==> src/rtl/argb_to_mono_page_framebuffer_assert.svh <==
// Assertion macros shared by the frame buffer modules.
`ifndef ARGB_TO_MONO_PAGE_FRAMEBUFFER_ASSERT_SVH
`define ARGB_TO_MONO_PAGE_FRAMEBUFFER_ASSERT_SVH

`ifndef NO_ASSERTIONS

// Same-cycle implication, sampled on clk and disabled while rst_n is low.
`define AFB_ASSERT_NOW(lbl, ante, cons, msg) \
    lbl: assert property (@(posedge clk) disable iff (!rst_n) (ante) |-> (cons)) \
        else $error(msg);

// Next-cycle implication, sampled on clk and disabled while rst_n is low.
`define AFB_ASSERT_NEXT(lbl, ante, cons, msg) \
    lbl: assert property (@(posedge clk) disable iff (!rst_n) (ante) |=> (cons)) \
        else $error(msg);

`else

`define AFB_ASSERT_NOW(lbl, ante, cons, msg)
`define AFB_ASSERT_NEXT(lbl, ante, cons, msg)

`endif

`endif

==> src/rtl/afb_pkg.sv <==
// Types and constants shared by the page frame buffer modules.
`timescale 1ns / 1ps

package afb_pkg;

    // Display geometry
    localparam int SCREEN_WIDTH  = 128;
    localparam int SCREEN_HEIGHT = 64;
    localparam int PAGE_ROWS     = 8;
    localparam int PAGE_COUNT    = (SCREEN_HEIGHT + PAGE_ROWS - 1) / PAGE_ROWS;
    localparam int STORE_BYTES   = SCREEN_WIDTH * PAGE_COUNT;
    localparam int ADDR_W        = $clog2(STORE_BYTES);
    localparam int BANK_W        = $clog2(PAGE_ROWS);

    // Field widths
    localparam int CMD_W      = 2;
    localparam int X_W        = 7;
    localparam int Y_W        = 6;
    localparam int WIDTH_W    = 8;
    localparam int HEIGHT_W   = 7;
    localparam int ARGB_W     = 32;
    localparam int INDEX_W    = 10;
    localparam int DATA_W     = 8;
    localparam int CHAN_W     = 8;

    // Position registers: origin plus cursor may run past the display
    localparam int POS_X_W    = 9;
    localparam int POS_Y_W    = 8;
    // Sum of three channels, and three times the threshold
    localparam int SUM_W      = 10;

    localparam int THRESHOLD_RESET = 128;

    // Queue between front and back
    localparam int QUEUE_DEPTH = 2;
    localparam int QPTR_W      = $clog2(QUEUE_DEPTH);
    localparam int QCNT_W      = $clog2(QUEUE_DEPTH + 1);

    typedef enum logic [CMD_W-1:0] {
        CMD_BEGIN = 2'd0,
        CMD_PIXEL = 2'd1,
        CMD_READ  = 2'd2
    } cmd_t;

    typedef enum logic {
        KIND_DONE = 1'b0,
        KIND_READ = 1'b1
    } kind_t;

    // One classified operation for the back end
    typedef struct packed {
        logic              wr_en;     // write one pixel bit
        logic [BANK_W-1:0] bank;      // row within the page
        logic              bit_val;   // lit or dark
        logic              res_en;    // produce a result word
        kind_t             res_kind;
        logic [ADDR_W-1:0] addr;      // write address, or read index
        logic              in_store;  // read index lies inside the store
    } op_t;

endpackage

==> src/rtl/afb_front.sv <==
// Command decode, rectangle cursor tracking and pixel thresholding.
`timescale 1ns / 1ps

module afb_front (
    input  logic                          clk,
    input  logic                          rst_n,
    input  logic                          accept,
    input  logic [afb_pkg::CMD_W-1:0]     command,
    input  logic [afb_pkg::X_W-1:0]       area_x,
    input  logic [afb_pkg::Y_W-1:0]       area_y,
    input  logic [afb_pkg::WIDTH_W-1:0]   area_width,
    input  logic [afb_pkg::HEIGHT_W-1:0]  area_height,
    input  logic [afb_pkg::ARGB_W-1:0]    pixel_argb,
    input  logic [afb_pkg::INDEX_W-1:0]   read_index,
    input  logic [afb_pkg::CHAN_W-1:0]    threshold,
    output logic                          push,
    output afb_pkg::op_t                  op
);
    import afb_pkg::*;

    logic [X_W-1:0]      origin_x_reg, origin_x_next;
    logic [WIDTH_W-1:0]  width_reg,    width_next;
    logic [HEIGHT_W-1:0] height_reg,   height_next;
    logic [WIDTH_W-1:0]  col_reg,      col_next;
    logic [HEIGHT_W-1:0] row_reg,      row_next;
    logic [POS_X_W-1:0]  px_reg,       px_next;
    logic [POS_Y_W-1:0]  py_reg,       py_next;

    logic [SUM_W-1:0]    gray_sum;
    logic [SUM_W-1:0]    level3;
    logic                lit;
    logic                on_screen;
    logic [WIDTH_W-1:0]  col_inc;
    logic [HEIGHT_W-1:0] row_inc;
    logic                need_push;

    // gray >= threshold with gray = sum / 3 is the same as sum >= 3 * threshold
    assign gray_sum = SUM_W'(pixel_argb[23:16]) + SUM_W'(pixel_argb[15:8])
                    + SUM_W'(pixel_argb[7:0]);
    assign level3   = SUM_W'(threshold) + {1'b0, threshold, 1'b0};
    assign lit      = (gray_sum >= level3);

    assign on_screen = (px_reg < POS_X_W'(SCREEN_WIDTH)) && (py_reg < POS_Y_W'(SCREEN_HEIGHT));
    assign col_inc   = col_reg + WIDTH_W'(1);
    assign row_inc   = row_reg + HEIGHT_W'(1);

    always_comb
    begin
        origin_x_next = origin_x_reg;
        width_next    = width_reg;
        height_next   = height_reg;
        col_next      = col_reg;
        row_next      = row_reg;
        px_next       = px_reg;
        py_next       = py_reg;
        op            = '0;
        op.res_kind   = KIND_DONE;
        need_push     = 1'b0;
        case (cmd_t'(command))
            CMD_BEGIN:
            begin
                origin_x_next = area_x;
                width_next    = area_width;
                col_next      = '0;
                row_next      = '0;
                px_next       = POS_X_W'(area_x);
                py_next       = POS_Y_W'(area_y);
                if ((area_width == '0) || (area_height == '0))
                begin
                    // empty rectangle: finish at once, leave nothing active
                    height_next = '0;
                    op.res_en   = 1'b1;
                    need_push   = 1'b1;
                end
                else
                begin
                    height_next = area_height;
                end
            end
            CMD_PIXEL:
            begin
                if (row_reg < height_reg)
                begin
                    op.wr_en   = on_screen;
                    op.bank    = py_reg[BANK_W-1:0];
                    op.bit_val = lit;
                    op.addr    = ADDR_W'(py_reg[POS_Y_W-1:BANK_W]) * ADDR_W'(SCREEN_WIDTH)
                               + ADDR_W'(px_reg);
                    if (col_inc >= width_reg)
                    begin
                        // wrap to the next row of the rectangle
                        col_next = '0;
                        row_next = row_inc;
                        px_next  = POS_X_W'(origin_x_reg);
                        py_next  = py_reg + POS_Y_W'(1);
                        op.res_en = (row_inc >= height_reg);
                    end
                    else
                    begin
                        col_next = col_inc;
                        px_next  = px_reg + POS_X_W'(1);
                    end
                    need_push = op.wr_en || op.res_en;
                end
            end
            CMD_READ:
            begin
                op.res_en   = 1'b1;
                op.res_kind = KIND_READ;
                op.addr     = ADDR_W'(read_index);
                op.in_store = ((INDEX_W+1)'(read_index) < (INDEX_W+1)'(STORE_BYTES));
                need_push   = 1'b1;
            end
            default:
            begin
                need_push = 1'b0;
            end
        endcase
    end

    assign push = accept && need_push;

    always_ff @(posedge clk or negedge rst_n)
    begin
        if (!rst_n)
        begin
            origin_x_reg <= '0;
            width_reg    <= '0;
            height_reg   <= '0;
            col_reg      <= '0;
            row_reg      <= '0;
            px_reg       <= '0;
            py_reg       <= '0;
        end
        else if (accept)
        begin
            origin_x_reg <= origin_x_next;
            width_reg    <= width_next;
            height_reg   <= height_next;
            col_reg      <= col_next;
            row_reg      <= row_next;
            px_reg       <= px_next;
            py_reg       <= py_next;
        end
    end

endmodule

==> config.mk <==
export PLATFORM = sky130hd
export DESIGN_NAME = afb_front
export DESIGN_NICKNAME = d
export VERILOG_FILES = /design/src/rtl/argb_to_mono_page_framebuffer_assert.svh /design/src/rtl/afb_pkg.sv /design/src/rtl/afb_front.sv
export SDC_FILE = /design/constraint.sdc
export NUM_CORES = 1
export LEC_CHECK = 0
export BUFFER_PORTS_ARGS = -buffer_cell sky130_fd_sc_hd__buf_4
export CORE_AREA = 2 2 103 95
export DETAILED_ROUTE_END_ITERATION = 8
export DIE_AREA = 0 0 105 97
export HOLD_SLACK_MARGIN = 0.05
export PLACE_DENSITY = 0.86
export SYNTH_ARGS = -nofsm -noshare
export SYNTH_HDL_FRONTEND = slang
export SYNTH_SLANG_ARGS = --single-unit
==> constraint.sdc <==
create_clock -name clk -period 7 [get_ports clk]
set_clock_uncertainty 0.1 [all_clocks]
set_input_delay 1.05 -clock clk [delete_from_list [all_inputs] [get_ports clk]]
set_output_delay 1.05 -clock clk [all_outputs]
set_load 0.01 [all_outputs]
==> qor.csv, run 1 <==
metric;value;unit
synthSimpleGateAreaFrac;18.33;%
start_util;49.89;%
viasPerCell;5.743;
grt_pass1_vias;4157;
finalSetupTns;0;ns
clkTransAtPathRegs;0.10;ns
die_h;97;µm
preCtsSetupSlack;1.743;ns
drive_gt1_share;18.63;%
register_area;1351;µm²
grt_usage;22.22;%
cts_hold_buf;0;
syn_area_per_cell;8.963;µm²
yosysUniqueCellTypes;52;
synth_edf_count;0;
drt_iter0_markers;264;
fmax;189.8;MHz
vias;4060;
postCtsSetupBuffers;0;
ys_ff_latch;54;
htree_levels;2;
worst_setup_path_start_kind;input port;
drv_cap;0;
hold_ws;0.3909;ns
avgRoutedWirePerCell;15.57;µm
place_congestion;0.8417;
maxSlewHeadroom;39.45;%
die_x;105;µm
yosysTopAreaCell;dfrtp_1;
hpwl;8403;µm
worstPathArrival;4.12;ns
post-route-cell-area;5385;µm²
synthFlopType;dfrtp_1;
critPathKind;input port to output pin;
hold_path_depth;2;
stdcell_count;707;
multi_input_area;2924;µm²
syn_inst;501;
yosysSeqAreaShare;30.09;%
largest_reg_flops;9;
async_flop_share;100.0;%
pin_count;102;
clockRootBuffer;clkbuf_8;
syn-cell-area;4491;µm²
setup_viol;0;
final_common_cell;buf_4;
syn_nets;651;
clock_path_buffers;2;
synth_compound_area_share;18.45;%
synthTopCellsByArea;dfrtp_1, ha_1, nand2_1;
row_count;33;
placed_area;5273;µm²
power.leakage;2.713;nW
setup_slack;1.732;ns
cp_data_required_time;5.85;ns
worst-path-max-fanout;2;
io_buffers;93;
period_share;75.25;%
hold_viol;0;
min_path_type;flop to flop;
slew_violations;0;
n_antenna_cell;0;
rsz0062_at_grt;false;
synthToLayoutAreaGrowth;19.92;%
most-common-layout-cells;buf_4, nand2_1, ha_1, dfrtp_1, inv_1;
synth_warnings;0;
crit_chain;buf_4 -> inv_1 -> fa_1 -> inv_1 -> ha_1 -> fa_1 -> a21o_1 -> a21oi_1 -> o21bai_1 -> a21o_1 -> xor2_1 -> ha_1 -> o211ai_1 -> o21a_1 -> o21ai_0 -> buf_4;
cts.sinks;54;
grt_max_degree;55;
routed_wirelength;11010;µm
grt_pass1_wl;18960;µm
nets;735;
cts_buffers;5;
drcViolationCount;0;
outcome;completed;
peakVddDrop;0.1076;mV
synth_fa_ha_area_share;20.51;%
max_stage_delay;0.53;ns
end_kind;output pin;
synth_top_family_by_area;adder cells;
post_cts_resized;0;
antenna_left;0;
tightestPinTransition;0.9049;ns
core;9001;µm²
antenna_found_initial;0;
fill_cells;756;
power_density;194.5;nW/µm²
clkLatencyLatePin;0.30;ns
synth.top_cell.area_share;30.09;%
post-place-cells;700;
finalCriticalPeriod;5.268;ns
synth-xor-area-share;6.826;%
slowest_stage;fa_1;
dr.pass1.iters;7;
grt_overflow;0;
tritoncts;yes;
die_area;10190;µm²
ff2ff_path_depth;12;
synthMuxAreaShare;0.9195;%
[per-layer routing]
metal  GRT usage, %  part of all wire [%]
met1          27.95                    40
met2          39.76                    52
met3          3.302                   6.2
met4          5.744                   1.8
met5              0                     0
[critical path, delay by kind of cell]
| family | cells | cell delay [ns] |
|---|---|---|
| AOI/OAI and AO/OA | 7 | 1.15 |
| xor gates and xnor gates | 1 | 0.14 |
| buffers and inverters | 4 | 0.32 |
| adders and majority gates | 4 | 1.43 |
[per-stage QoR]
stage | total power [mW] | util (%)
2_1_floorplan | 0.6893 | -
3_3_place_gp | 0.8067 | 58.58
3_5_place_dp | 0.8297 | 58.58
4_1_cts | 1.051 | 59.83
5_1_grt | 1.131 | 59.83
6_report | 1.048 | 59.83
[cell families (layout without fill, tap and decap cells)]
kind of cell | Yosys count | count (layout)
compound gates | 125 | 125
xor+xnor | 35 | 35
mux | 4 | 4
flops | 54 | 54
fa+ha+maj | 67 | 67
buf+inv | 53 | 137
simple gates | 163 | 163
[worst paths after layout]
check,startpoint,endpoint,slack [ns]
max in group asynchronous,rst_n,row_reg[5]$_DFFE_PN0P_,5.66
setup reg to reg,col_reg[0]$_DFFE_PN0P_,row_reg[0]$_DFFE_PN0P_,3.33
setup / recovery,pixel_argb[1],op[13],1.73
hold reg to reg,origin_x_reg[1]$_DFFE_PN0P_,origin_x_reg[1]$_DFFE_PN0P_,0.39
hold / removal,origin_x_reg[1]$_DFFE_PN0P_,origin_x_reg[1]$_DFFE_PN0P_,0.39
min in group asynchronous,rst_n,width_reg[2]$_DFFE_PN0P_,0.67
[power breakdown]
group	total (mW)	switching, mW	internal, mW
clock network	0.220	0.105	0.115
registers	0.413	0.0536	0.359
logic	0.415	0.216	0.199
[final cells by class]
cell class,instances,area share [%]
clock buffer,6,1.533
multi-input combinational,394,54.30
timing repair buffer,95,13.24
inverter,35,2.440
clock inverter,1,0.5576
sequential,54,25.09
tap,122,2.835
[synthesized netlist by cell type (4+ instances only)]
cell      count
inv_1        35
o22ai_1       7
xnor2_1      17
nor3_1        7
a21o_1       16
a22oi_1      13
xor2_1       18
a21oi_1      23
clkbuf_1      8
nand4_1       5
nand2_1      60
nand2b_1      4
nor2_1       25
buf_2         7
dfrtp_1      54
fa_1         11
ha_1         56
o211ai_1      5
and3_1       12
nor2b_1      12
o21ai_0      33
nor3b_1       5
nand3_1      16
Power figures use the tool's default switching activity.
==> run 2, diff against run 1 <==
clock period = 4.9 ns   (was 7 ns; I/O delays follow)
==> qor.csv, run 2 (synthesis gave the netlist of run 1 again) <==
metric;value;unit;change
start_util;49.89;%;unchanged
power_frac_comb;40.2;%;was 39.6%
post-route-cell-area;5389;µm²;was 5385 µm²
finalSetupTns;0;ns;unchanged
cts_hold_buf;0;;unchanged
register_area;1351;µm²;unchanged
clkLatencyLatePin;0.32;ns;was 0.30 ns
n_antenna_cell;0;;unchanged
row_count;33;;unchanged
most-common-layout-cells;buf_4, nand2_1, ha_1, dfrtp_1, inv_1;;unchanged
hpwl;8652;µm;was 8403 µm
post_cts_resized;0;;unchanged
p_switching;0.5449;mW;was 0.3743 mW
power_density;277.6;nW/µm²;was 194.5 nW/µm²
dr.pass1.iters;4;;was 7
pin_count;102;;unchanged
drv_cap;0;;unchanged
placed_area;5280;µm²;was 5273 µm²
fill_cells;774;;was 756
grt_max_degree;55;;unchanged
core;9001;µm²;unchanged
die_area;10190;µm²;unchanged
swShare;36.42;%;was 35.73%
cts.sinks;54;;unchanged
nets;736;;was 735
clkTransAtPathRegs;0.10;ns;about the same
outcome;completed;;unchanged
multi_input_area;2924;µm²;unchanged
vias;4052;;was 4060
hold_viol;0;;unchanged
cp-endpoint;op[13];;unchanged
clock_path_buffers;2;;unchanged
worstPathArrival;3.87;ns;was 4.12 ns
fmax;212.7;MHz;
drcViolationCount;0;;unchanged
r2r_end;row_reg[0]$_DFFE_PN0P_;;unchanged
power.leakage;2.719;nW;was 2.713 nW
io_buffers;93;;unchanged
tightestPinTransition;0.8603;ns;was 0.9049 ns
grt_usage;22.38;%;was 22.22%
finalCriticalPeriod;4.701;ns;
grt_pass1_wl;18930;µm;was 18960 µm
peakVddDrop;0.1792;mV;was 0.1076 mV
grt_pass1_vias;4093;;was 4157
grt_overflow;0;;unchanged
setup_viol;0;;unchanged
routed_wirelength;11230;µm;was 11010 µm
cp_data_required_time;4.07;ns;was 5.85 ns
critPathKind;input port to output pin;;unchanged
avgRoutedWirePerCell;15.83;µm;was 15.57 µm
place_congestion;0.8414;;was 0.8417
min_path_type;input port to asynchronous set/reset pin;;was flop to flop
p_int;0.9510;mW;was 0.6733 mW
slew_violations;0;;unchanged
postCtsSetupBuffers;0;;unchanged
viasPerCell;5.715;;was 5.743
end_kind;output pin;;unchanged
worst-path-max-fanout;2;;unchanged
ff2ff_path_depth;12;;unchanged
die_h;97;µm;unchanged
cp-startpoint;pixel_argb[1];;unchanged
antenna_left;0;;unchanged
ff2ff_setup_slack;1.30;ns;was 3.33 ns
die_x;105;µm;unchanged
drive_gt1_share;18.91;%;was 18.63%
final_common_cell;buf_4;;unchanged
htree_levels;2;;unchanged
antenna_found_initial;0;;unchanged
period_share;95.95;%;
synthToLayoutAreaGrowth;20.01;%;was 19.92%
largest_reg_flops;9;;unchanged
clockRootBuffer;clkbuf_8;;unchanged
worst_setup_path_start_kind;input port;;unchanged
rsz0062_at_grt;false;;unchanged
drt_iter0_markers;252;;was 264
power.share.clock;20.3;%;was 21.0%
tritoncts;yes;;unchanged
power_frac_seq;39.4;%;about the same
maxSlewHeadroom;42.43;%;was 39.45%
cts_buffers;5;;unchanged
regToRegStartpoint;col_reg[2]$_DFFE_PN0P_;;was col_reg[0]$_DFFE_PN0P_
## run 2: cell count changes in the layout (fill, tap and decap cells not counted), sizes merged
| cell | before | now |
|---|---|---|
| clkbuf | 6 | 5 |
| buf | 95 | 96 |
| clkinv | 0 | 2 |
## run 2: routing by layer
metal | global-route usage [%] | routed length [µm]
met5 | 0 | 0
met4 | 5.641 | 246
met3 | 3.908 | 655
met2 | 39.56 | 5695
met1 | 28.26 | 4628
## run 2: worst min path at each step
stage,startpoint,end,slack (ns)
floorplan,rst_n,col_reg[0]$_DFFE_PN0P_,0.34
detailed placement,origin_x_reg[3]$_DFFE_PN0P_,origin_x_reg[3]$_DFFE_PN0P_,0.36
finish,rst_n,width_reg[2]$_DFFE_PN0P_,0.36
CTS,rst_n,width_reg[2]$_DFFE_PN0P_,0.38
global route,rst_n,width_reg[7]$_DFFE_PN0P_,0.41
global placement,origin_x_reg[3]$_DFFE_PN0P_,origin_x_reg[3]$_DFFE_PN0P_,0.36
## run 2: per-stage QoR
stage	worst slack, ns	power (mW)	util [%]	hold WS (ns)	cells
after floorplan	0.5528	0.9847	-	0.3394	501
after global placement	0.2795	1.154	58.66	0.3565	701
after detailed placement	0.2318	1.192	58.66	0.3571	701
after CTS	0.2253	1.497	59.87	0.3766	709
after global routing	0.01257	1.614	59.87	0.4058	709
final	0.1987	1.496	59.87	0.3593	709
## run 2: power groups by stage
| stage | Combinational (mW) | Sequential [mW] | Clock (mW) |
|---|---|---|---|
| after floorplan | 0.413 | 0.572 | 0 |
| after global placement | 0.563 | 0.591 | 0 |
| after detailed placement | 0.596 | 0.596 | 0 |
| after CTS | 0.601 | 0.587 | 0.308 |
| after global routing | 0.688 | 0.601 | 0.325 |
| final | 0.602 | 0.590 | 0.304 |
## run 2: final cells by class
class                           count  area share (%)
Multi-Input combinational cell    394           54.26
Sequential cell                    54           25.08
Timing Repair Buffer               96           13.37
Tap cell                          122           2.833
Inverter                           35           2.438
Clock buffer                        5           1.277
Clock inverter                      3          0.7430
## run 2: worst max-delay path, cell delays in order
cell and delay, ns:
buf_4 0.08, inv_1 0.04, fa_1 0.53, inv_1 0.05
ha_1 0.22, fa_1 0.41, a21o_1 0.19, a21oi_1 0.22
o21bai_1 0.10, a21o_1 0.20, a21oi_1 0.14, nor2_1 0.06
ha_1 0.30, and2_1 0.16, o21ai_0 0.15, o21ai_0 0.12
buf_4 0.16
