<file path="src/rtl/argb_to_mono_page_framebuffer_assert.svh">
// Assertion macros shared by the frame buffer modules.
`ifndef ARGB_TO_MONO_PAGE_FRAMEBUFFER_ASSERT_SVH
`define ARGB_TO_MONO_PAGE_FRAMEBUFFER_ASSERT_SVH

`ifndef NO_ASSERTIONS

// Same-cycle implication, sampled on clk and disabled while rst_n is low.
`define AFB_ASSERT_NOW(lbl, ante, cons, msg) \
    lbl: assert property (@(posedge clk) disable iff (!rst_n) (ante) |-> (cons)) \
        else $error(msg);

// Next-cycle implication, sampled on clk and disabled while rst_n is low.
`define AFB_ASSERT_NEXT(lbl, ante, cons, msg) \
    lbl: assert property (@(posedge clk) disable iff (!rst_n) (ante) |=> (cons)) \
        else $error(msg);

`else

`define AFB_ASSERT_NOW(lbl, ante, cons, msg)
`define AFB_ASSERT_NEXT(lbl, ante, cons, msg)

`endif

`endif

</file>
<file path="src/rtl/afb_pkg.sv">
// Types and constants shared by the page frame buffer modules.
`timescale 1ns / 1ps

package afb_pkg;

    // Display geometry
    localparam int SCREEN_WIDTH  = 128;
    localparam int SCREEN_HEIGHT = 64;
    localparam int PAGE_ROWS     = 8;
    localparam int PAGE_COUNT    = (SCREEN_HEIGHT + PAGE_ROWS - 1) / PAGE_ROWS;
    localparam int STORE_BYTES   = SCREEN_WIDTH * PAGE_COUNT;
    localparam int ADDR_W        = $clog2(STORE_BYTES);
    localparam int BANK_W        = $clog2(PAGE_ROWS);

    // Field widths
    localparam int CMD_W      = 2;
    localparam int X_W        = 7;
    localparam int Y_W        = 6;
    localparam int WIDTH_W    = 8;
    localparam int HEIGHT_W   = 7;
    localparam int ARGB_W     = 32;
    localparam int INDEX_W    = 10;
    localparam int DATA_W     = 8;
    localparam int CHAN_W     = 8;

    // Position registers: origin plus cursor may run past the display
    localparam int POS_X_W    = 9;
    localparam int POS_Y_W    = 8;
    // Sum of three channels, and three times the threshold
    localparam int SUM_W      = 10;

    localparam int THRESHOLD_RESET = 128;

    // Queue between front and back
    localparam int QUEUE_DEPTH = 2;
    localparam int QPTR_W      = $clog2(QUEUE_DEPTH);
    localparam int QCNT_W      = $clog2(QUEUE_DEPTH + 1);

    typedef enum logic [CMD_W-1:0] {
        CMD_BEGIN = 2'd0,
        CMD_PIXEL = 2'd1,
        CMD_READ  = 2'd2
    } cmd_t;

    typedef enum logic {
        KIND_DONE = 1'b0,
        KIND_READ = 1'b1
    } kind_t;

    // One classified operation for the back end
    typedef struct packed {
        logic              wr_en;     // write one pixel bit
        logic [BANK_W-1:0] bank;      // row within the page
        logic              bit_val;   // lit or dark
        logic              res_en;    // produce a result word
        kind_t             res_kind;
        logic [ADDR_W-1:0] addr;      // write address, or read index
        logic              in_store;  // read index lies inside the store
    } op_t;

endpackage

</file>
<file path="src/rtl/afb_queue.sv">
// Short operation queue between the front and back ends.
`timescale 1ns / 1ps
`include "argb_to_mono_page_framebuffer_assert.svh"

module afb_queue (
    input  logic          clk,
    input  logic          rst_n,
    input  logic          push,
    input  afb_pkg::op_t  push_op,
    output logic          full,
    input  logic          pop,
    output logic          head_valid,
    output afb_pkg::op_t  head_op
);
    import afb_pkg::*;

    op_t               slot_reg [QUEUE_DEPTH];
    logic [QPTR_W-1:0] wr_ptr_reg, wr_ptr_next;
    logic [QPTR_W-1:0] rd_ptr_reg, rd_ptr_next;
    logic [QCNT_W-1:0] count_reg,  count_next;

    assign full       = (count_reg == QCNT_W'(QUEUE_DEPTH));
    assign head_valid = (count_reg != '0);
    assign head_op    = slot_reg[rd_ptr_reg];

    always_comb
    begin
        wr_ptr_next = wr_ptr_reg;
        rd_ptr_next = rd_ptr_reg;
        count_next  = count_reg;
        if (push)
        begin
            wr_ptr_next = (wr_ptr_reg == QPTR_W'(QUEUE_DEPTH - 1)) ? '0
                        : wr_ptr_reg + QPTR_W'(1);
        end
        if (pop)
        begin
            rd_ptr_next = (rd_ptr_reg == QPTR_W'(QUEUE_DEPTH - 1)) ? '0
                        : rd_ptr_reg + QPTR_W'(1);
        end
        if (push && !pop)
        begin
            count_next = count_reg + QCNT_W'(1);
        end
        else if (pop && !push)
        begin
            count_next = count_reg - QCNT_W'(1);
        end
    end

    always_ff @(posedge clk or negedge rst_n)
    begin
        if (!rst_n)
        begin
            wr_ptr_reg <= '0;
            rd_ptr_reg <= '0;
            count_reg  <= '0;
        end
        else
        begin
            wr_ptr_reg <= wr_ptr_next;
            rd_ptr_reg <= rd_ptr_next;
            count_reg  <= count_next;
        end
    end

    always_ff @(posedge clk)
    begin
        if (push)
        begin
            slot_reg[wr_ptr_reg] <= push_op;
        end
    end

    `AFB_ASSERT_NOW(a_count_bound, 1'b1, count_reg <= QCNT_W'(QUEUE_DEPTH), "queue overfilled")
    `AFB_ASSERT_NOW(a_pop_nonempty, pop, count_reg != '0, "pop from empty queue")
    `AFB_ASSERT_NEXT(a_count_up, push && !pop, count_reg == $past(count_reg) + QCNT_W'(1), "lost push")

endmodule

</file>
<file path="config.mk">
export PLATFORM = sky130hd
export DESIGN_NAME = afb_queue
export DESIGN_NICKNAME = d
export VERILOG_FILES = /design/src/rtl/afb_pkg.sv /design/src/rtl/afb_queue.sv
export VERILOG_INCLUDE_DIRS = /design/src /design/src/rtl
export SDC_FILE = /design/constraint.sdc
export NUM_CORES = 1
export LEC_CHECK = 0
export ABC_AREA = 0
export BUFFER_PORTS_ARGS = -buffer_cell sky130_fd_sc_hd__buf_2
export CORE_ASPECT_RATIO = 1.5
export CORE_MARGIN = 2
export CORE_UTILIZATION = 54
export CTS_CLUSTER_SIZE = 8
export DETAILED_ROUTE_END_ITERATION = 8
export PLACE_DENSITY = 0.88
export REMOVE_ABC_BUFFERS = 1
export SLEW_MARGIN = 30
export SYNTH_ARGS = -nofsm -noshare
export SYNTH_HDL_FRONTEND = slang
export SYNTH_SLANG_ARGS = --single-unit
</file>
<file path="constraint.sdc">
create_clock -name clk -period 3.4 [get_ports clk]
set_clock_uncertainty 0.05 [all_clocks]
set_input_delay 0.34 -clock clk [delete_from_list [all_inputs] [get_ports clk]]
set_output_delay 0.34 -clock clk [all_outputs]
set_load 0.005 [all_outputs]
</file>
==> results of run 1 <==
what timing repair did:
action                                 in CTS  in global routing
hold buffers                                1                  0
endpoints found under the hold margin       4                  0
setup endpoints to repair                   0                  0
layout make-up:
class                           count  share of cell area [%]
Clock buffer                        6                    4.43
Clock inverter                      2                   0.537
Inverter                            1                   0.201
Multi-Input combinational cell     29                    17.4
Sequential cell                    40                    63.4
Tap cell                           37                    2.48
Timing Repair Buffer               42                    11.6
worst min path at each step:
stage / start / end / cells past startpoint
global placement: rst_n / count_reg[1]$_DFFE_PN0P_ / 1
CTS: push_op[13] / slot_reg[1][13]$_DFFE_PP_ / 1
floorplan: rst_n / count_reg[0]$_DFFE_PN0P_ / 0
global route: push_op[15] / slot_reg[0][15]$_DFFE_PP_ / 1
finish: push_op[13] / slot_reg[0][13]$_DFFE_PP_ / 1
detailed placement: rst_n / count_reg[0]$_DFFE_PN0P_ / 1
routing by layer:
metal	global-route usage, %	up-vias
li1	-	363
met1	17.6	376
met2	25.4	27
met3	7.03	6
met4	9.01	0
met5	0	-
power breakdown:
group | total, W | switching, W | leakage, nW | internal, W
Clock | 0.000318 | 0.000156 | 0.0510 | 0.000162
Combinational | 0.000361 | 0.000132 | 0.321 | 0.000229
Sequential | 0.000751 | 0.0000909 | 0.385 | 0.000660
per-stage QoR:
step	setup slack [ns]	utilization, %	instance area, µm²	cells
2_1_floorplan	1.73	-	1510	70
3_3_place_gp	1.57	65.1	1760	148
3_5_place_dp	1.52	65.1	1760	148
4_1_cts	1.19	68.9	1860	157
5_1_grt	1.13	68.9	1860	157
6_report	1.22	68.9	1860	157
layout by cell type (no fill, tap or decap), types with 2 or more instances in the layout:
cell / instances
clkinv_2: 2
edfxtp_1: 36
dfrtp_1: 4
mux2_4: 9
mux2_2: 9
xor2_1: 4
clkbuf_8: 6
buf_2: 41
cell families (layout without fill, tap and decap cells):
family        after synthesis  count (layout)
xor+xnor                    5               5
flops                      40              40
mux                        18              18
simple gates                5               5
buf+inv                     3              51
fa+ha+maj                   1               1
worst max-delay path, cell delays in order (launching register included):
cell and delay, ns:
dfrtp_1 0.95, mux2_2 0.42, buf_2 0.13
==> metrics, run 1 <==
largest family of logic cells by synthesized area multiplexers; R2R cell count 1; Seq/Total Area, Yosys 76.8%; fin nets 142; initial core utilization a little under three fifths; worst slew pin tran approximately 0.92 ns; pin count of the biggest net entering global routing 20; worst relative slew slack 38.8%; CTS tree yes; Hold Crit Class input port to flop; vias in the first global route 802; Final period util between 60% and 70%; Final Power 0.00143 W; fraction of layout cells with a size suffix above 1 a little under three fifths; DRC viols 0; Compound-Gate Fraction of Synth Area 0%; met2 routed WL between 1000 and 1500 µm; Mapped Cells 72; max FFs per register 36; Synth Area in Adders 0.814%; Critical Path AT 1.79 ns; crit path from rd_ptr_reg$_DFFE_PN0P_; Total GRT Usage 16.3%; count leader, synth edfxtp_1; number of flops mapped to enable cells by yosys 36; cts bufs inserted 5; Vias/cell 4.92; Pwr per Cell Area 767 nW/µm²; number of port buffers 41; RSZ-0062 raised after global routing false; clk buf depth 2; top-area cell type share of the netlist area 70.3%; worst setup path end head_op[0]; VDD IR-drop max between 400 and 500 µV; static leakage roughly 0.76 nW; cts repair resizes 0; mux share of post-synthesis cell area 15.4%; Critical Path RT ~3 ns; Slew Viols, Final 0; clock sink total 40; yosys warns 0; Simple-Gate Fraction of Synth Area under 10%; RR Startpoint wr_ptr_reg$_DFFE_PN0P_; Clk Latency, worst-skew pair between 0.2 and 0.3 ns; critical path launch point type flop; Avg WL per Cell 14.8 µm; critical path class flop to output pin; RePlAce Congestion between 0.6 and 0.7; M1 WL 884 µm; syn_area_per_cell 21.4 µm²; fillcell total roughly 210; Highest Signal Layer met4; WL met3 156 µm; I/O Pins 42; Post-CTS Setup Repair Bufs 0; Fmax 459 MHz; async set or reset register ratio after synthesis about 10%; die height 69.4 µm; flops & latches, synth 40; status finished, final reports clean; gr ovfl total 0; largest cells by area after synthesis edfxtp_1 70%, mux2_4 8.8%, mux2_2 6.6%; area of the multi-input gates between 300 and 400 µm²; # setup viols final 0; Die W 47.6 µm; Vias 772; hold_ws 0.185 ns; DR pass1 iterations 4; DIE AREA about 3300 µm²; count of different cell masters after synthesis 14; Max FO, Critical Path 19; final setup TNS 0 ns; initial antenna violation count 0; Rows 23; number of max-cap violations 0; global-route wire length before repair ~3600 µm; Synth top cells by count 36 x edfxtp_1, 9 x mux2_2, 9 x mux2_4; initial drt markers 16; n_diodes 0; H-tree levels 2; detailed placer's ending HPWL 1590 µm; post-route antenna net violation count 0; mapped cell area 1540 µm²; Clk pin slew, worst setup/hold paths 0.07 ns; CP endpoint kind output pin; core area 2710 µm²; WL final ~2300 µm; Layout area overhead 21.2%; xor and xnor area share after synthesis 2.85%; Final min period 2.18 ns; Storage cell area 1180 µm²; final hold vios 0; Synth area leader edfxtp_1; FF-to-FF End slot_reg[0][16]$_DFFE_PP_; CTS root buffer clkbuf_8; Primary FF master, synth edfxtp_1; reg2reg setup slack 1.83 ns
Note: power is estimated with default switching activity, not from simulation.
==> run 2, diff against run 1 <==
--- a/config.mk
+++ b/config.mk
@@ -10,10 +10,10 @@
 export BUFFER_PORTS_ARGS = -buffer_cell sky130_fd_sc_hd__buf_2
 export CORE_ASPECT_RATIO = 1.5
 export CORE_MARGIN = 2
-export CORE_UTILIZATION = 54
+export CORE_UTILIZATION = 50
 export CTS_CLUSTER_SIZE = 8
 export DETAILED_ROUTE_END_ITERATION = 8
-export PLACE_DENSITY = 0.88
+export PLACE_DENSITY = 0.83
 export REMOVE_ABC_BUFFERS = 1
 export SLEW_MARGIN = 30
 export SYNTH_ARGS = -nofsm -noshare
==> constraint.sdc (replaced) <==
create_clock -name clk -period 2.2 [get_ports clk]
set_clock_uncertainty 0.05 [all_clocks]
set_input_delay 0.22 -clock clk [delete_from_list [all_inputs] [get_ports clk]]
set_output_delay 0.22 -clock clk [all_outputs]
set_load 0.005 [all_outputs]
==> metrics, run 2 (synthesized netlist as in run 1, its figures left out) <==
Rows 24; Final min period 1.73 ns; Critical Path RT 1.93 ns; Total GRT Usage between 10% and 20%; clock sink total 40; worst relative slew slack between 80% and 90%; Inst Count DP 153; cell family with most CP delay buffers and inverters; Critical Path AT 1.46 ns; detailed placer's ending HPWL approximately 1700 µm; final hold vios 0; Hold Crit Class input port to flop; pin count of the biggest net entering global routing 19; hold_ws about 0.074 ns; Final Power 0.00229 W; Avg WL per Cell 14.2 µm; initial antenna violation count 0; gr ovfl total 0; static leakage 0.775 nW; H-tree levels 2; Pwr per Cell Area 1210 nW/µm²; DR pass1 iterations 2; WP buf/inv 2; RePlAce Congestion 0.638; Cell Chain, Critical Path buf_4 > mux2_2 > buf_2; VDD IR-drop max 879 µV; core area 2910 µm²; RSZ-0062 raised after global routing false; commonest non-fill, non-tap cells in the layout 41 x buf_2, 36 x edfxtp_1, 9 x mux2_4, 9 x mux2_2, 5 x clkbuf_8; fin nets 145; DRC viols 0; WL final 2290 µm; final instance area 1900 µm²; initial drt markers 5; Crit-path slowest cell mux2_2; Clk pin slew, worst setup/hold paths 0.07 ns; commonest non-fill, non-tap cell in the layout buf_2; critical path launch point type flop; number of max-cap violations 0; Slew Viols, Final 0; DIE AREA 3540 µm²; cts bufs inserted 5; global-route wire length before repair 3590 µm; Final period util roughly four fifths; Fmax 579 MHz; CP endpoint kind output pin; fin cells approximately 160; CTS tree yes; n_diodes 0; Vias/cell 4.75; CTS root buffer clkbuf_8; # setup viols final 0; fraction of layout cells with a size suffix above 1 56.9%; post-route antenna net violation count 0; vias in the first global route 814; Layout area overhead 23.6%; Clk Latency, worst-skew pair 0.28 ns; Vias 770; critical path class flop to output pin; worst slew pin tran 0.277 ns; clk buf depth 2; die height slightly above 70 µm; Post-CTS Setup Repair Bufs 0; initial core utilization 52.8%; slowest cell delay on critical path 0.38 ns; Cell Area, Placed 1780 µm²; final setup TNS 0 ns; status finished, final reports clean; Die W slightly below 50 µm; I/O Pins 42; number of port buffers 41; Max FO, Critical Path 18; max FFs per register 36
## run 2: power breakdown
group          internal (W)  switching, W  leakage (nW)
sequential          0.00102     0.0000650         0.385
combinational      0.000370      0.000282         0.335
clock              0.000336      0.000220        0.0552
total               0.00173      0.000568         0.775
## run 2: path summary, 6_finish.rpt
kind / start / slack [ns] / to / depth (start not counted)
hold / removal: push_op[2] / 0.07 / slot_reg[1][2]$_DFFE_PP_ / 1
min in group asynchronous: rst_n / 0.22 / count_reg[0]$_DFFE_PN0P_ / 2
setup reg to reg: wr_ptr_reg$_DFFE_PN0P_ / 1.05 / slot_reg[0][9]$_DFFE_PP_ / 2
setup / recovery: rd_ptr_reg$_DFFE_PN0P_ / 0.47 / head_op[4] / 3
hold reg to reg: rd_ptr_reg$_DFFE_PN0P_ / 0.43 / rd_ptr_reg$_DFFE_PN0P_ / 1
max in group asynchronous: rst_n / 1.76 / rd_ptr_reg$_DFFE_PN0P_ / 2
## run 2: final cells by class
type                       count  area, µm²
clock buffer                   6       72.6
clock inverter                 2       35.0
fill                         210       1010
inverter                       1       3.75
multi-input combinational     29        322
sequential                    40       1180
tap                           39       48.8
timing repair buffer          45        238
## run 2: through the flow
| stage | worst slack [ns] | util [%] |
|---|---|---|
| 3_3_place_gp | 0.815 | 61.2 |
| 3_5_place_dp | 0.770 | 61.2 |
| 6_report | 0.472 | 65.2 |
| 5_1_grt | 0.389 | 65.2 |
| 4_1_cts | 0.451 | 65.2 |
| 2_1_floorplan | 0.529 | - |
## run 2: what timing repair did
action | 4_1_cts | 5_1_grt
endpoints found under the hold margin | 4 | 0
gates resized for setup | 0 | 0
hold buffers | 1 | 0
## run 2: worst register-to-register path: cells and delay by family, from the launching register on
family	cells	cell delay, ns
AND/OR/NAND/NOR	1	0.11
flip-flops	1	0.40
buffers and inverters	1	0.26
## run 2: metal layers
metal | GRT usage (%) | part of all wire, %
met3 | 5.56 | 3.7
met2 | 26.4 | 60
met4 | 10.5 | 3.1
met5 | 0 | 0
met1 | 13.5 | 33
==> run 3, diff against run 2 <==
--- a/config.mk
+++ b/config.mk
@@ -10,10 +10,10 @@
 export BUFFER_PORTS_ARGS = -buffer_cell sky130_fd_sc_hd__buf_2
 export CORE_ASPECT_RATIO = 1.5
 export CORE_MARGIN = 2
-export CORE_UTILIZATION = 50
+export CORE_UTILIZATION = 46
 export CTS_CLUSTER_SIZE = 8
 export DETAILED_ROUTE_END_ITERATION = 8
-export PLACE_DENSITY = 0.83
+export PLACE_DENSITY = 0.8
 export REMOVE_ABC_BUFFERS = 1
 export SLEW_MARGIN = 30
 export SYNTH_ARGS = -nofsm -noshare
==> constraint.sdc (replaced) <==
create_clock -name clk -period 1.53 [get_ports clk]
set_clock_uncertainty 0.05 [all_clocks]
set_input_delay 0.153 -clock clk [delete_from_list [all_inputs] [get_ports clk]]
set_output_delay 0.153 -clock clk [all_outputs]
set_load 0.005 [all_outputs]
==> metrics, run 3 (synthesized netlist as in run 1, its figures left out) <==
Vias/cell 4.65; CP endpoint kind output pin; Layout area overhead 36.2%; n_diodes 0; global-route wire length before repair between 3000 and 4000 µm; fin nets 154; initial drt markers 25; DR pass1 iterations 2; Highest Signal Layer met4; DIE AREA 3830 µm²; fraction of layout cells with a size suffix above 1 a little under three fifths; Final period util 101%; Net Sw Frac 25.4%; Total GRT Usage 13.8%; Vias 799; gr ovfl total 0; commonest non-fill, non-tap cell in the layout edfxtp_1; Final Power 0.00353 W; cts bufs inserted 5; failing checks negative setup slack; detailed placer's ending HPWL roughly 1600 µm; RePlAce Congestion 0.652; P_sw 0.000897 W; I/O Pins 42; Rows 25; vias in the first global route 811; RSZ-0062 raised after global routing true; number of max-cap violations 0; clk buf depth 2; clock sink total 40; core area 3160 µm²; met2 routed WL roughly 1400 µm; Int Pwr 0.00263 W; Clk Latency, worst-skew pair approximately 0.28 ns; crit path from rd_ptr_reg$_DFFE_PN0P_; max FFs per register 36; critical path class flop to output pin; Hold Crit Start push_op[13]; Hold Crit Class input port to flop; commonest non-fill, non-tap cells in the layout 36 x edfxtp_1, 28 x buf_2, 14 x mux2_4; Fmax 650 MHz; worst slew pin tran between 0.2 and 0.3 ns; WL met3 94 µm; Die W 51.2 µm; Pwr per Cell Area around 1700 nW/µm²; final setup TNS -0.0522 ns; number of port buffers 41; Clk pwr share 18.0%; Gate power share 37.3%; Max FO, Critical Path 9; H-tree levels 2; die height 74.8 µm; worst relative slew slack 82.8%; post-route antenna net violation count 0; final hold vios 0; Slew Viols, Final 0; M1 WL 908 µm; status finished, violations left; Flop pwr share 44.7%; RR Startpoint wr_ptr_reg$_DFFE_PN0P_; pin count of the biggest net entering global routing 19; Clk pin slew, worst setup/hold paths 0.07 ns; Avg WL per Cell about 14 µm; Critical Path RT 1.33 ns; static leakage 0.862 nW; CTS root buffer clkbuf_8; critical path launch point type flop; VDD IR-drop max 978 µV; initial core utilization approximately half; initial antenna violation count 0; final worst setup slack -0.00895 ns; WL final around 2400 µm; CTS tree yes; Final min period between 1.5 and 2 ns; DRC viols 0; Critical Path AT 1.34 ns; # setup viols final 10
==> run 3: through the flow <==
stage	hold WS, ns	util, %	setup WS, ns	std cells	area [µm²]
6_report	0.00640	66.3	-0.00895	172	2090
5_1_grt	0.000376	66.3	-0.0515	172	2090
4_1_cts	0.00187	61.7	-0.0378	165	1950
3_5_place_dp	-0.0926	57.0	0.263	154	1800
3_3_place_gp	-0.0919	57.0	0.287	154	1800
2_1_floorplan	-0.193	-	-0.141	70	1510
==> run 3: worst paths after layout <==
path                                             end  slack [ns]  cells past startpoint
min reg2reg                 count_reg[1]$_DFFE_PN0P_        0.44                      1
max in group asynchronous     rd_ptr_reg$_DFFE_PN0P_        1.15                      2
max reg2reg                slot_reg[0][15]$_DFFE_PP_        0.37                      2
min                        slot_reg[0][13]$_DFFE_PP_       0.006                      1
max                                      head_op[16]      -0.009                      3
min in group asynchronous   count_reg[0]$_DFFE_PN0P_        0.15                      2
==> run 3: timing repair <==
action                     CTS  global route
resized for setup            5            16
setup endpoints to repair    9            18
buffers inserted             0             1
hold endpoints to repair     6            11
hold buffers                 2             6
gates cloned                 1             0
==> run 3: final cells by class <==
cell class / count / area (µm²)
Tap cell: 40 / 50.0
Sequential cell: 40 / 1180
Timing Repair Buffer: 54 / 434
Inverter: 1 / 3.75
Clock inverter: 1 / 5.00
Clock buffer: 7 / 76.3
Fill cell: 232 / 1060
Multi-Input combinational cell: 29 / 343
==> run 3: metal layers <==
layer / global-route usage (%) / vias to the layer above
li1: - / 389
met1: 14.3 / 382
met2: 24.0 / 23
met3: 4.76 / 5
met4: 8.11 / 0
met5: 0 / -
==> run 3: power groups by stage <==
stage | Sequential [W] | Clock [W] | Combinational [W]
after global placement | 0.00157 | 0 | 0.000969
final | 0.00158 | 0.000635 | 0.00132
after global routing | 0.00160 | 0.000705 | 0.00140
after floorplan | 0.00163 | 0 | 0.000518
after detailed placement | 0.00159 | 0 | 0.00100
after CTS | 0.00159 | 0.000658 | 0.00113
==> run 3: worst max-delay path, stage by stage (launching register included) <==
cell,delay [ns]
dfrtp_2,0.45
clkbuf_16,0.19
mux2_4,0.30
buf_6,0.11
